[src/design/length_prefixed_message_fifo_core_assert.svh]
// Assertion macros used by the message queue datapath.
`ifndef LENGTH_PREFIXED_MESSAGE_FIFO_CORE_ASSERT_SVH
`define LENGTH_PREFIXED_MESSAGE_FIFO_CORE_ASSERT_SVH

// The consequent must hold in the same cycle as the antecedent.
`define LPMF_ASSERT_SAME(label, clk, rst, ante, cons) \
   label: assert property (@(posedge clk) disable iff (rst) (ante) |-> (cons)) \
      else $error("lpmf assertion failed");

// The consequent must hold in the cycle after the antecedent.
`define LPMF_ASSERT_NEXT(label, clk, rst, ante, cons) \
   label: assert property (@(posedge clk) disable iff (rst) (ante) |=> (cons)) \
      else $error("lpmf assertion failed");

`endif

[src/design/lpmf_pkg.sv]
package lpmf_pkg;

   localparam int RING_BYTES = 1024;
   localparam int PTR_W      = $clog2(RING_BYTES);
   localparam int SIZE_W     = 11;
   localparam int LEN_W      = 16;
   localparam int BYTE_W     = 8;
   localparam int ACT_W      = 2;
   localparam int STAT_W     = 3;
   localparam int APB_AW     = 3;
   localparam int APB_DW     = 32;

   localparam logic [SIZE_W-1:0] SIZE_RESET = SIZE_W'(RING_BYTES);
   localparam logic [SIZE_W-1:0] SIZE_MIN   = SIZE_W'(3);

   // Word index of the buffer_size register.
   localparam logic ADDR_BUFFER_SIZE = 1'b0;

   localparam logic [ACT_W-1:0] ACT_START = 2'd0;
   localparam logic [ACT_W-1:0] ACT_DATA  = 2'd1;
   localparam logic [ACT_W-1:0] ACT_READ  = 2'd2;

   localparam logic [STAT_W-1:0] STS_OK         = 3'd0;
   localparam logic [STAT_W-1:0] STS_BAD_LEN    = 3'd1;
   localparam logic [STAT_W-1:0] STS_EMPTY      = 3'd2;
   localparam logic [STAT_W-1:0] STS_NO_WRITE   = 3'd3;
   localparam logic [STAT_W-1:0] STS_WRITE_OPEN = 3'd4;

   typedef struct packed {
      logic              latch;
      logic              set_status;
      logic [STAT_W-1:0] status;
      logic              wr_hdr_hi;
      logic              wr_hdr_lo;
      logic              wr_data;
      logic              rd_issue;
      logic              rd_hi;
      logic              rd_hdr;
      logic              rd_fin;
   } lpmf_cmd_type;

   typedef struct packed {
      logic [ACT_W-1:0] action;
      logic             wr_open;
      logic             rd_open;
      logic             empty;
      logic             len_bad;
      logic             hdr_zero;
   } lpmf_stat_type;

endpackage

[src/design/lpmf_ctrl.sv]
module lpmf_ctrl (
   input  logic                   clock,
   input  logic                   reset,
   input  logic                   start,
   output logic                   busy,
   output logic                   rsp_strobe,
   input  lpmf_pkg::lpmf_stat_type stat,
   output lpmf_pkg::lpmf_cmd_type  cmd
);

   import lpmf_pkg::*;

   typedef enum logic [6:0] {
      S_IDLE   = 7'b0000001,
      S_EXEC   = 7'b0000010,
      S_WR_LO  = 7'b0000100,
      S_RD_LO  = 7'b0001000,
      S_RD_HDR = 7'b0010000,
      S_RD_FIN = 7'b0100000,
      S_RESP   = 7'b1000000
   } state_type;

   state_type state_ff, state_in;

   always_comb begin
      state_in = state_ff;
      cmd      = '0;
      cmd.status = STS_OK;
      case (state_ff)
         S_IDLE, S_RESP: begin
            if (start) begin
               cmd.latch = 1'b1;
               state_in  = S_EXEC;
            end else begin
               state_in = S_IDLE;
            end
         end
         S_EXEC: begin
            state_in = S_RESP;
            case (stat.action)
               ACT_START: begin
                  if (stat.wr_open) begin
                     cmd.set_status = 1'b1;
                     cmd.status     = STS_WRITE_OPEN;
                  end else if (stat.len_bad) begin
                     cmd.set_status = 1'b1;
                     cmd.status     = STS_BAD_LEN;
                  end else begin
                     cmd.wr_hdr_hi = 1'b1;
                     state_in      = S_WR_LO;
                  end
               end
               ACT_DATA: begin
                  if (!stat.wr_open) begin
                     cmd.set_status = 1'b1;
                     cmd.status     = STS_NO_WRITE;
                  end else begin
                     cmd.wr_data = 1'b1;
                  end
               end
               ACT_READ: begin
                  if (stat.rd_open) begin
                     cmd.rd_issue = 1'b1;
                     state_in     = S_RD_FIN;
                  end else if (stat.empty) begin
                     cmd.set_status = 1'b1;
                     cmd.status     = STS_EMPTY;
                  end else begin
                     cmd.rd_issue = 1'b1;
                     state_in     = S_RD_LO;
                  end
               end
               default: begin
                  state_in = S_RESP;
               end
            endcase
         end
         S_WR_LO: begin
            cmd.wr_hdr_lo = 1'b1;
            state_in      = S_RESP;
         end
         S_RD_LO: begin
            cmd.rd_issue = 1'b1;
            cmd.rd_hi    = 1'b1;
            state_in     = S_RD_HDR;
         end
         S_RD_HDR: begin
            cmd.rd_hdr = 1'b1;
            if (stat.hdr_zero) begin
               cmd.set_status = 1'b1;
               cmd.status     = STS_EMPTY;
               state_in       = S_RESP;
            end else begin
               cmd.rd_issue = 1'b1;
               state_in     = S_RD_FIN;
            end
         end
         S_RD_FIN: begin
            cmd.rd_fin = 1'b1;
            state_in   = S_RESP;
         end
         default: begin
            state_in = S_IDLE;
         end
      endcase
   end

   always_ff @(posedge clock) begin
      if (reset) begin
         state_ff <= S_IDLE;
      end else begin
         state_ff <= state_in;
      end
   end

   // The next item is taken while the previous result is on the ports.
   assign busy       = (state_ff != S_IDLE) && (state_ff != S_RESP);
   assign rsp_strobe = (state_ff == S_RESP);

endmodule

[config.mk]
export PLATFORM = sky130hd
export DESIGN_NAME = lpmf_ctrl
export DESIGN_NICKNAME = d
export VERILOG_FILES = /design/src/design/length_prefixed_message_fifo_core_assert.svh /design/src/design/lpmf_pkg.sv /design/src/design/lpmf_ctrl.sv
export SDC_FILE = /design/constraint.sdc
export NUM_CORES = 1
export LEC_CHECK = 0
export ABC_AREA = 1
export BUFFER_PORTS_ARGS = -buffer_cell sky130_fd_sc_hd__buf_2
export CAP_MARGIN = 20
export CORE_AREA = 2 2 39 41
export CTS_CLUSTER_SIZE = 10
export DETAILED_ROUTE_END_ITERATION = 10
export DIE_AREA = 0 0 41 43
export GPL_TIMING_DRIVEN = 0
export PLACE_DENSITY = 0.73
export REMOVE_ABC_BUFFERS = 1
export SLEW_MARGIN = 25
export SYNTH_ARGS = -nofsm -noshare
export SYNTH_HDL_FRONTEND = slang
export SYNTH_SLANG_ARGS = --single-unit
[constraint.sdc]
create_clock -name clock -period 1.85 [get_ports clock]
set_clock_uncertainty 0.05 [all_clocks]
set_input_delay 0.0925 -clock clock [delete_from_list [all_inputs] [get_ports clock]]
set_output_delay 0.0925 -clock clock [all_outputs]
set_load 0.01 [all_outputs]
==> out/metrics.cfg, run 1 <==
[synth]
synth_area_um2 = 571
synth_top_cells_by_area = dfxtp_1 25%, nand2_1 14%, inv_1 12%, nor2_1 7.2%, nand2_2 6.6%
avgSynthCellArea_um2 = 5.82
synth_most_common_cell = nand2_1
synth_common_cells = 22 x nand2_1, 18 x inv_1, 11 x nor2_1, 7 x dfxtp_1, 7 x inv_2
synth_largest_area_cell = dfxtp_1
yosys_warnings = 0
yosysSeqAreaShare_pct = 24.6
ys_ff_latch = 7
async_flop_share_pct = 0
ys_types = 20
syn_inst = 98
synth_top_cell_area_share_pct = 24.6
synth-main-ff-cell = dfxtp_1
synth_edf_count = 0

[worst_setup_path]
cp-end-kind = flip-flop
cp.required_ns = 1.99
crit_path_max_fanout = 7
arrival_ns = 1.76
worstSetupStartpointType = flip-flop
setup.worst_path.class = reg2reg

[floorplan]
initial_core_util_pct = 41.2
die_x_um = 41
die-area_um2 = 1760
fp.coreArea_um2 = 1380
fp-row-count = 14
ios = 24
fp.dieH_um = 43

[clock_network]
insertion_delay_ns = 0.25
root_buffer = clkbuf_4
cts_buffers = 3
cts_resized = 0
htree_levels = 1
cts_tree = yes
clock-sinks = 7
clockBufferDepth = 2
clkTransAtPathRegs_ns = 0.05
cts_setup_buffers = 0

[drt]
routed-via-count = 644
routedWlPerCell_um = 8.20
wl_mm = 1.16
remaining_drc_errors = 0
ant_nets = 0
drtIter0Drc = 12
vias_per_cell = 4.54
dr.pass1.iters = 3

[timing]
tightest_slew_ns = 0.292
period_share_pct = 87.6
finalHoldViolations = 0
min_period_ns = 1.62
rsz0062_at_grt = false
finalSetupViolations = 0
maxClockFrequency_mhz = 617
tns_ns = 0
finalWorstSetupSlack_ns = 0.229
slew_viol_final = 0
slew_headroom_pct = 80.4

[layout]
regMostFlops = state_ff
final_util_pct = 53.8
num-nets-final = 137
design_area_um2 = 744
antenna-diode-count = 0
synthToLayoutAreaGrowth_pct = 30.5
drive_gt1_share_pct = 36.5
largest_register_ffs = 7
reg_top3 = state_ff x7

[pwr]
pwr-share-comb_pct = 23.5
p_int_w = 0.000273
swShare_pct = 28.4
power_frac_seq_pct = 41.7
ir_worst_vdd_mv = 0.176
p_clk_share_pct = 34.8
power_density_nw_per_um2 = 512
netSwitchingPower_w = 0.000108
p_leak_nw = 0.478
finalPower_w = 0.000381

[placement]
post-dp-hpwl_mm = 1.00
gp_congestion = 0.820
placed_area_um2 = 698
io_buffers = 23
dp_slack_ns = 0.560

[grt]
grt_pass1_vias = 560
antenna_found_initial = 0
overflow = 0
grt_max_degree = 8
grt_usage_pct = 15.9
grt_pass1_wl_mm = 1.95

[status]
outcome = complete, no violations

[worst_hold_path]
hold_class = in2reg

[job]
cap_viol_max_count = 0

worst max-delay path: stages (launching register included):
cell           delay [ns]
dfxtp_1              0.32
nor2_1               0.10
nand3_1              0.11
nor2_4               0.19
nand2_2              0.08
nor4_1               0.15
dlygate4sd3_1        0.56
cell type report:
type	count	area, um^2
Clock buffer	4	26.3
Fill cell	148	639
Inverter	25	93.8
Multi-Input combinational cell	65	329
Sequential cell	7	140
Tap cell	16	20.0
Timing Repair Buffer	25	135
power groups by stage:
stage	Clock (W)	Sequential (W)	Combinational (W)
global route	0.000144	0.000159	0.000103
finish	0.000133	0.000159	0.0000895
CTS	0.000136	0.000159	0.0000900
global placement	0	0.000162	0.0000860
floorplan	0	0.000161	0.0000594
detailed placement	0	0.000162	0.0000878
cell usage in the layout (no fill, tap or decap):
| master | Yosys | final |
|---|---|---|
| a21oi_1 | 2 | 2 |
| buf_2 | 0 | 23 |
| clkbuf_1 | 0 | 1 |
| clkbuf_4 | 0 | 3 |
| dfxtp_1 | 7 | 7 |
| dlygate4sd3_1 | 0 | 2 |
| inv_1 | 18 | 18 |
| inv_2 | 7 | 7 |
| nand2_1 | 22 | 22 |
| nand2_2 | 6 | 6 |
| nand3_1 | 6 | 6 |
| nand3_2 | 1 | 1 |
| nand3b_1 | 2 | 2 |
| nor2_1 | 11 | 11 |
| nor2_2 | 3 | 3 |
| nor2_4 | 2 | 2 |
| nor3_1 | 4 | 4 |
| nor4_1 | 1 | 1 |
| o211ai_1 | 1 | 1 |
| o21ai_0 | 1 | 1 |
| o21ai_2 | 1 | 1 |
| o31ai_1 | 1 | 1 |
| or2_0 | 1 | 1 |
kinds of logic after synthesis:
kind of cell / Yosys count / share of synthesized area, %
AND/OR/NAND/NOR: 59 / 50.9
buffers and inverters: 26 / 17.8
flip-flops: 7 / 24.6
AO/OA/AOI/OAI: 6 / 6.80
through the flow:
step / cells / hold slack, ns
after global placement: 136 / 0.223
after floorplan: 97 / 0.115
after global routing: 142 / 0.00105
after detailed placement: 136 / 0.225
final: 142 / 0.00276
after CTS: 142 / 0.000841
path summary, 6_finish.rpt:
kind	start	end	slack (ns)	depth (start not counted)
max	state_ff[2]$_SDFF_PP0_	state_ff[3]$_SDFF_PP0_	0.23	6
min	reset	state_ff[1]$_SDFF_PP0_	0.003	2
max reg2reg	state_ff[2]$_SDFF_PP0_	state_ff[3]$_SDFF_PP0_	0.23	6
min reg2reg	state_ff[1]$_SDFF_PP0_	state_ff[2]$_SDFF_PP0_	0.60	4
routing by layer:
metal	track usage [%]	up-vias	share of wire, %	wire length [um]
li1	-	351	-	-
met1	17.2	265	43	504
met2	26.9	24	49	567
met3	2.09	4	6.1	71
met4	10.0	0	1.7	20
met5	0	-	0	0
timing repair:
item | in CTS | in global routing
setup endpoints to repair | 0 | 0
hold buffers | 2 | 0
hold endpoints to repair | 1 | 0
(Power assumes the default switching activity.)
==> run 2: changes to the inputs <==
--- a/config.mk
+++ b/config.mk
@@ -9,6 +9,7 @@
 export BUFFER_PORTS_ARGS = -buffer_cell sky130_fd_sc_hd__buf_2
 export CAP_MARGIN = 20
 export CORE_AREA = 2 2 39 41
+export CTS_BUF_LIST = sky130_fd_sc_hd__clkbuf_4
 export CTS_CLUSTER_SIZE = 10
 export DETAILED_ROUTE_END_ITERATION = 10
 export DIE_AREA = 0 0 41 43
==> out/metrics.cfg, run 2 (same netlist as run 1, synthesis figures left out) <==
[timing]
period_share_pct = 87.6  ; unchanged
tns_ns = 0  ; unchanged
maxClockFrequency_mhz = 617  ; unchanged
rsz0062_at_grt = false
slew_viol_final = 0  ; unchanged
finalSetupViolations = 0  ; unchanged
tightest_slew_ns = 0.292  ; unchanged
finalHoldViolations = 0  ; unchanged
whs_ns = 0.00274  ; -0.0000157 ns
slew_headroom_pct = 80.4  ; unchanged
min_period_ns = 1.62  ; unchanged

[layout]
final_cell_mix = 23 x buf_2, 22 x nand2_1, 18 x inv_1
final_common_cell = buf_2
antenna-diode-count = 0  ; unchanged
n_fill_cell = 147  ; -0.68%
reg_top3 = state_ff x7
synthToLayoutAreaGrowth_pct = 31.1
drive_gt1_share_pct = 37.3  ; +0.79 points
instances_no_fill = 142  ; unchanged
num-nets-final = 137  ; unchanged
largest_register_ffs = 7  ; unchanged
regMostFlops = state_ff

[floorplan]
die_x_um = 41  ; unchanged
fp-row-count = 14  ; unchanged
fp.dieH_um = 43  ; unchanged
fp.coreArea_um2 = 1380  ; unchanged
ios = 24  ; unchanged
initial_core_util_pct = 41.2  ; unchanged
die-area_um2 = 1760  ; unchanged

[clock_network]
clockBufferDepth = 2  ; unchanged
htree_levels = 1  ; unchanged
cts_setup_buffers = 0  ; unchanged
cts_tree = yes
insertion_delay_ns = 0.25  ; about the same
cts_buffers = 3  ; unchanged
root_buffer = clkbuf_4
clkTransAtPathRegs_ns = 0.05  ; about the same
clock-sinks = 7  ; unchanged

[worst_setup_path]
worst-path-buf-inv = 1  ; unchanged
r2r_cells = 6  ; unchanged
cp_top_family = simple AND/OR/NAND/NOR gates
worstSetupStartpointType = flip-flop
crit_path_max_incr_delay_ns = 0.56  ; about the same
setup.worst_path.class = reg2reg
arrival_ns = 1.76  ; about the same
crit_slowest_cell = dlygate4sd3_1
crit_chain = nor2_1 > nand3_1 > nor2_4 > nand2_2 > nor4_1 > dlygate4sd3_1
crit_path_max_fanout = 7  ; unchanged
cp.required_ns = 1.99  ; about the same
worst-path-stages = 6  ; unchanged
cp-end-kind = flip-flop

[worst_hold_path]
hold_class = in2reg
hold_depth = 2  ; unchanged

[drt]
dr.pass1.iters = 3  ; unchanged
wl_mm = 1.17  ; about the same
routed-via-count = 647  ; +0.47%
vias_per_cell = 4.56  ; +0.47%
routedWlPerCell_um = 8.20  ; about the same
remaining_drc_errors = 0  ; unchanged
drtIter0Drc = 12  ; unchanged
ant_nets = 0  ; unchanged

[pwr]
power_density_nw_per_um2 = 530  ; +3.5%
p_leak_nw = 0.482  ; +0.72%
ir_worst_vdd_mv = 0.220  ; +25%
finalPower_w = 0.000396  ; +4.0%

[placement]
placedCellCount = 136  ; unchanged
io_buffers = 23  ; unchanged
gp_congestion = 0.820  ; unchanged
post-dp-hpwl_mm = 1.00  ; unchanged

[job]
cap_viol_max_count = 0  ; unchanged

[grt]
grt_pass1_vias = 560  ; unchanged
antenna_found_initial = 0  ; unchanged
grt_max_degree = 8  ; unchanged
overflow = 0  ; unchanged
grt_usage_pct = 15.9  ; unchanged
grt_pass1_wl_mm = 1.95  ; unchanged

[status]
outcome = complete, no violations

==> run 2: layer usage <==
layer	share of wire [%]	vias up	GRT usage (%)
li1	-	351	-
met1	44	268	17.2
met2	48	24	26.9
met3	6.1	4	2.09
met4	1.7	0	10.0
met5	0	-	0
==> run 2: final timing paths <==
kind / start / to / slack, ns
setup / recovery: state_ff[2]$_SDFF_PP0_ / state_ff[3]$_SDFF_PP0_ / 0.23
hold / removal: reset / state_ff[1]$_SDFF_PP0_ / 0.003
setup reg to reg: state_ff[2]$_SDFF_PP0_ / state_ff[3]$_SDFF_PP0_ / 0.23
hold reg to reg: state_ff[1]$_SDFF_PP0_ / state_ff[2]$_SDFF_PP0_ / 0.60
==> run 2: metrics by stage <==
| step | instance area (um^2) | setup slack, ns | utilization (%) |
|---|---|---|---|
| 6_report | 748 | 0.229 | 54.1 |
| 3_3_place_gp | 698 | 0.542 | 50.5 |
| 2_1_floorplan | 563 | 0.683 | - |
| 3_5_place_dp | 698 | 0.560 | 50.5 |
| 4_1_cts | 748 | 0.213 | 54.1 |
| 5_1_grt | 748 | 0.0794 | 54.1 |
==> run 2: area by class of cell <==
cell class | count | area, um^2 | area share [%]
Multi-Input combinational cell | 65 | 329 | 44.0
Sequential cell | 7 | 140 | 18.7
Timing Repair Buffer | 25 | 135 | 18.1
Inverter | 25 | 93.8 | 12.5
Clock buffer | 4 | 30.0 | 4.01
Tap cell | 16 | 20.0 | 2.68
==> run 2: timing repair <==
item | 4_1_cts | 5_1_grt
gates resized for setup | 0 | 0
hold endpoints to repair | 1 | 0
endpoints found under the setup margin | 0 | 0
hold buffers | 2 | 0
==> run 2: worst reg2reg max path, cell delays in order, from the launching register on <==
cell and delay, ns:
dfxtp_1 0.32, nor2_1 0.10, nand3_1 0.11, nor2_4 0.19, nand2_2 0.08, nor4_1 0.15
dlygate4sd3_1 0.56
==> run 2: power by group <==
| part | switching [W] | internal [W] | total [W] |
|---|---|---|---|
| logic | 0.0000550 | 0.0000344 | 0.0000895 |
| registers | 0.00000259 | 0.000156 | 0.000159 |
| clock network | 0.0000513 | 0.0000966 | 0.000148 |
==> run 3: changes to the inputs <==
--- a/config.mk
+++ b/config.mk
@@ -5,7 +5,6 @@
 export SDC_FILE = /design/constraint.sdc
 export NUM_CORES = 1
 export LEC_CHECK = 0
-export ABC_AREA = 1
 export BUFFER_PORTS_ARGS = -buffer_cell sky130_fd_sc_hd__buf_2
 export CAP_MARGIN = 20
 export CORE_AREA = 2 2 39 41
==> out/metrics.cfg, run 3 <==
[timing]
finalSetupViolations = 0  ; unchanged
maxClockFrequency_mhz = 562  ; -8.9%
rsz0062_at_grt = false
slew_headroom_pct = 71.4  ; -9.0 points
slew_viol_final = 0  ; unchanged
tightest_slew_ns = 0.428  ; +0.136 ns
period_share_pct = 96.1  ; +8.5 points
finalHoldViolations = 0  ; unchanged
min_period_ns = 1.78  ; +0.158 ns
tns_ns = 0  ; unchanged

[layout]
final_util_pct = 54.3  ; +0.27 points
largest_register_ffs = 7  ; unchanged
design_area_um2 = 752  ; +0.50%
instances_no_fill = 114  ; -20%
regMostFlops = state_ff
synthToLayoutAreaGrowth_pct = 30.9
final_common_cell = buf_2
num-nets-final = 109  ; -20%
reg_top3 = state_ff x7
final_cell_mix = 23 x buf_2, 8 x nor2_1, 7 x nand2_1
antenna-diode-count = 0  ; unchanged
drive_gt1_share_pct = 42.9  ; +5.6 points

[worst_hold_path]
min-delay-start = reset
hold_depth = 2  ; unchanged
hold_class = in2reg
whs_endpoint = state_ff[5]$_SDFF_PP0_

[placement]
io_buffers = 23  ; unchanged
gp_congestion = 0.669  ; -18%
placedCellCount = 107  ; -21%
post-dp-hpwl_um = 921  ; -8.3%
placed_area_um2 = 681  ; -2.5%

[synth]
synth_area_um2 = 574  ; +0.66%
avgSynthCellArea_um2 = 8.09  ; +39%
ys_types = 33  ; +65%
synth_largest_area_cell = dfxtp_1
synthMuxAreaShare_pct = 0  ; unchanged
synth-main-ff-cell = dfxtp_1
synth-compound-area-share_pct = 13.5  ; +6.7 points
synth_most_common_cell = nor2_1
yosysSeqAreaShare_pct = 24.4  ; -0.16 points
yosys_warnings = 0  ; unchanged
synth_edf_count = 0  ; unchanged
syn_inst = 71  ; -28%
synth_top_family_by_area = simple AND/OR/NAND/NOR gates
synth_common_cells = 8 x nor2_1, 7 x dfxtp_1, 7 x nand2_1, 4 x nand2b_1, 4 x nor4_1
synthAdderAreaFrac_pct = 0  ; unchanged
ys_ff_latch = 7  ; unchanged
synth_top_cell_area_share_pct = 24.4  ; -0.16 points
synth_top_cells_by_area = dfxtp_1 24%, or3_4 5.9%, nor2_1 5.2%, nand2_1 4.6%, nand2b_1 4.4%
synth-xor-area-share_pct = 4.58  ; +4.6 points
synth-simple-area-share_pct = 50.5  ; -0.33 points
async_flop_share_pct = 0  ; unchanged

[grt]
grt_pass1_wl_mm = 1.92  ; -1.7%
grt_pass1_vias = 486  ; -13%
antenna_found_initial = 0  ; unchanged
grt_max_degree = 11  ; +3
grt_usage_pct = 15.6  ; -0.27 points
overflow = 0  ; unchanged

[clock_network]
clockBufferDepth = 2  ; unchanged
root_buffer = clkbuf_4
clkTransAtPathRegs_ns = 0.05  ; about the same
insertion_delay_ns = 0.24  ; about the same
htree_levels = 1  ; unchanged
cts_tree = yes
clock-sinks = 7  ; unchanged
cts_buffers = 3  ; unchanged

[floorplan]
fp.dieH_um = 43  ; unchanged
initial_core_util_pct = 41.5  ; +0.27 points
ios = 24  ; unchanged
die_x_um = 41  ; unchanged
die-area_um2 = 1760  ; unchanged
fp.coreArea_um2 = 1380  ; unchanged
fp-row-count = 14  ; unchanged

[drt]
wl_mm = 1.18  ; +1.3%
dr.pass1.iters = 4  ; +1
drtIter0Drc = 12  ; unchanged
routedWlPerCell_um = 10.4  ; +26%
remaining_drc_errors = 0  ; unchanged
ant_nets = 0  ; unchanged
routed-via-count = 572  ; -12%
vias_per_cell = 5.02  ; +10%

[job]
cap_viol_max_count = 0  ; unchanged

[worst_setup_path]
cp-startpoint = state_ff[6]$_SDFF_PP0_
cp-end-kind = primary output
r2r_slack_ns = 0.36  ; +0.13 ns
arrival_ns = 1.64  ; -0.12 ns
reg2reg_to = state_ff[0]$_SDFF_PP1_
cp.required_ns = 1.71  ; -0.28 ns
crit_path_max_fanout = 4  ; -3
r2r_cells = 4  ; -2
reg2reg_from = state_ff[5]$_SDFF_PP0_
setup.worst_path.class = reg2out
worstSetupStartpointType = flip-flop

[pwr]
p_leak_nw = 0.357  ; -26%
power_density_nw_per_um2 = 506  ; -4.4%
finalPower_w = 0.000381  ; -3.9%
ir_worst_vdd_mv = 0.292  ; +33%

[status]
outcome = complete, no violations

==> run 3: cell count changes after synthesis, sizes merged, moves of 3 or more <==
cell    change
nor3        -4
nor4        +5
or3         +4
nor2b       +3
nand2      -20
inv        -22
nand2b      +4
nand3       -6
nor2        -8
==> run 3: layer usage <==
| layer | vias to the layer above | share of wire (%) | GRT usage [%] |
|---|---|---|---|
| li1 | 310 | - | - |
| met1 | 241 | 46 | 19.9 |
| met2 | 19 | 47 | 24.7 |
| met3 | 2 | 5.7 | 1.57 |
| met4 | 0 | 0.93 | 8.00 |
| met5 | - | 0 | 0 |
==> run 3: worst max-delay path by stage <==
stage / endpoint
3_5_place_dp: cmd[3]
4_1_cts: cmd[5]
2_1_floorplan: cmd[3]
3_3_place_gp: cmd[3]
5_1_grt: cmd[5]
6_report: cmd[0]
==> run 3: through the flow <==
stage	setup slack, ns	hold WS, ns
finish	0.0715	0.0431
global route	0.00738	0.0657
CTS	0.0184	0.0363
detailed placement	0.229	0.240
global placement	0.222	0.239
floorplan	0.325	0.105
==> run 3: timing repair <==
item	4_1_cts	5_1_grt
pin swaps	1	2
gates resized for setup	1	4
setup buffers	0	1
hold buffers	2	0
hold endpoints to repair	1	0
setup endpoints to repair	3	4
==> run 3: logic make-up after synthesis <==
kind of cell    after synthesis
compound gates               12
xor+xnor                      3
buf+inv                       6
flops                         7
simple gates                 43
==> run 3: layout make-up <==
cell class | instances | area, um^2
clock buffer | 4 | 30.0
multi-input combinational | 58 | 403
inverter | 3 | 11.3
tap | 16 | 20.0
sequential | 7 | 145
fill | 121 | 632
timing repair buffer | 26 | 143
==> run 3: power by group <==
group / switching, W / internal (W)
registers: 0.00000574 / 0.000155
clock network: 0.0000518 / 0.0000966
logic: 0.0000350 / 0.0000364
total: 0.0000925 / 0.000288
==> run 3: critical path, cell delays in order, from the launching register on <==
cell and delay (ns):
dfxtp_2 0.33, or3_4 0.42, or3_4 0.35, nor3b_2 0.15, buf_2 0.14
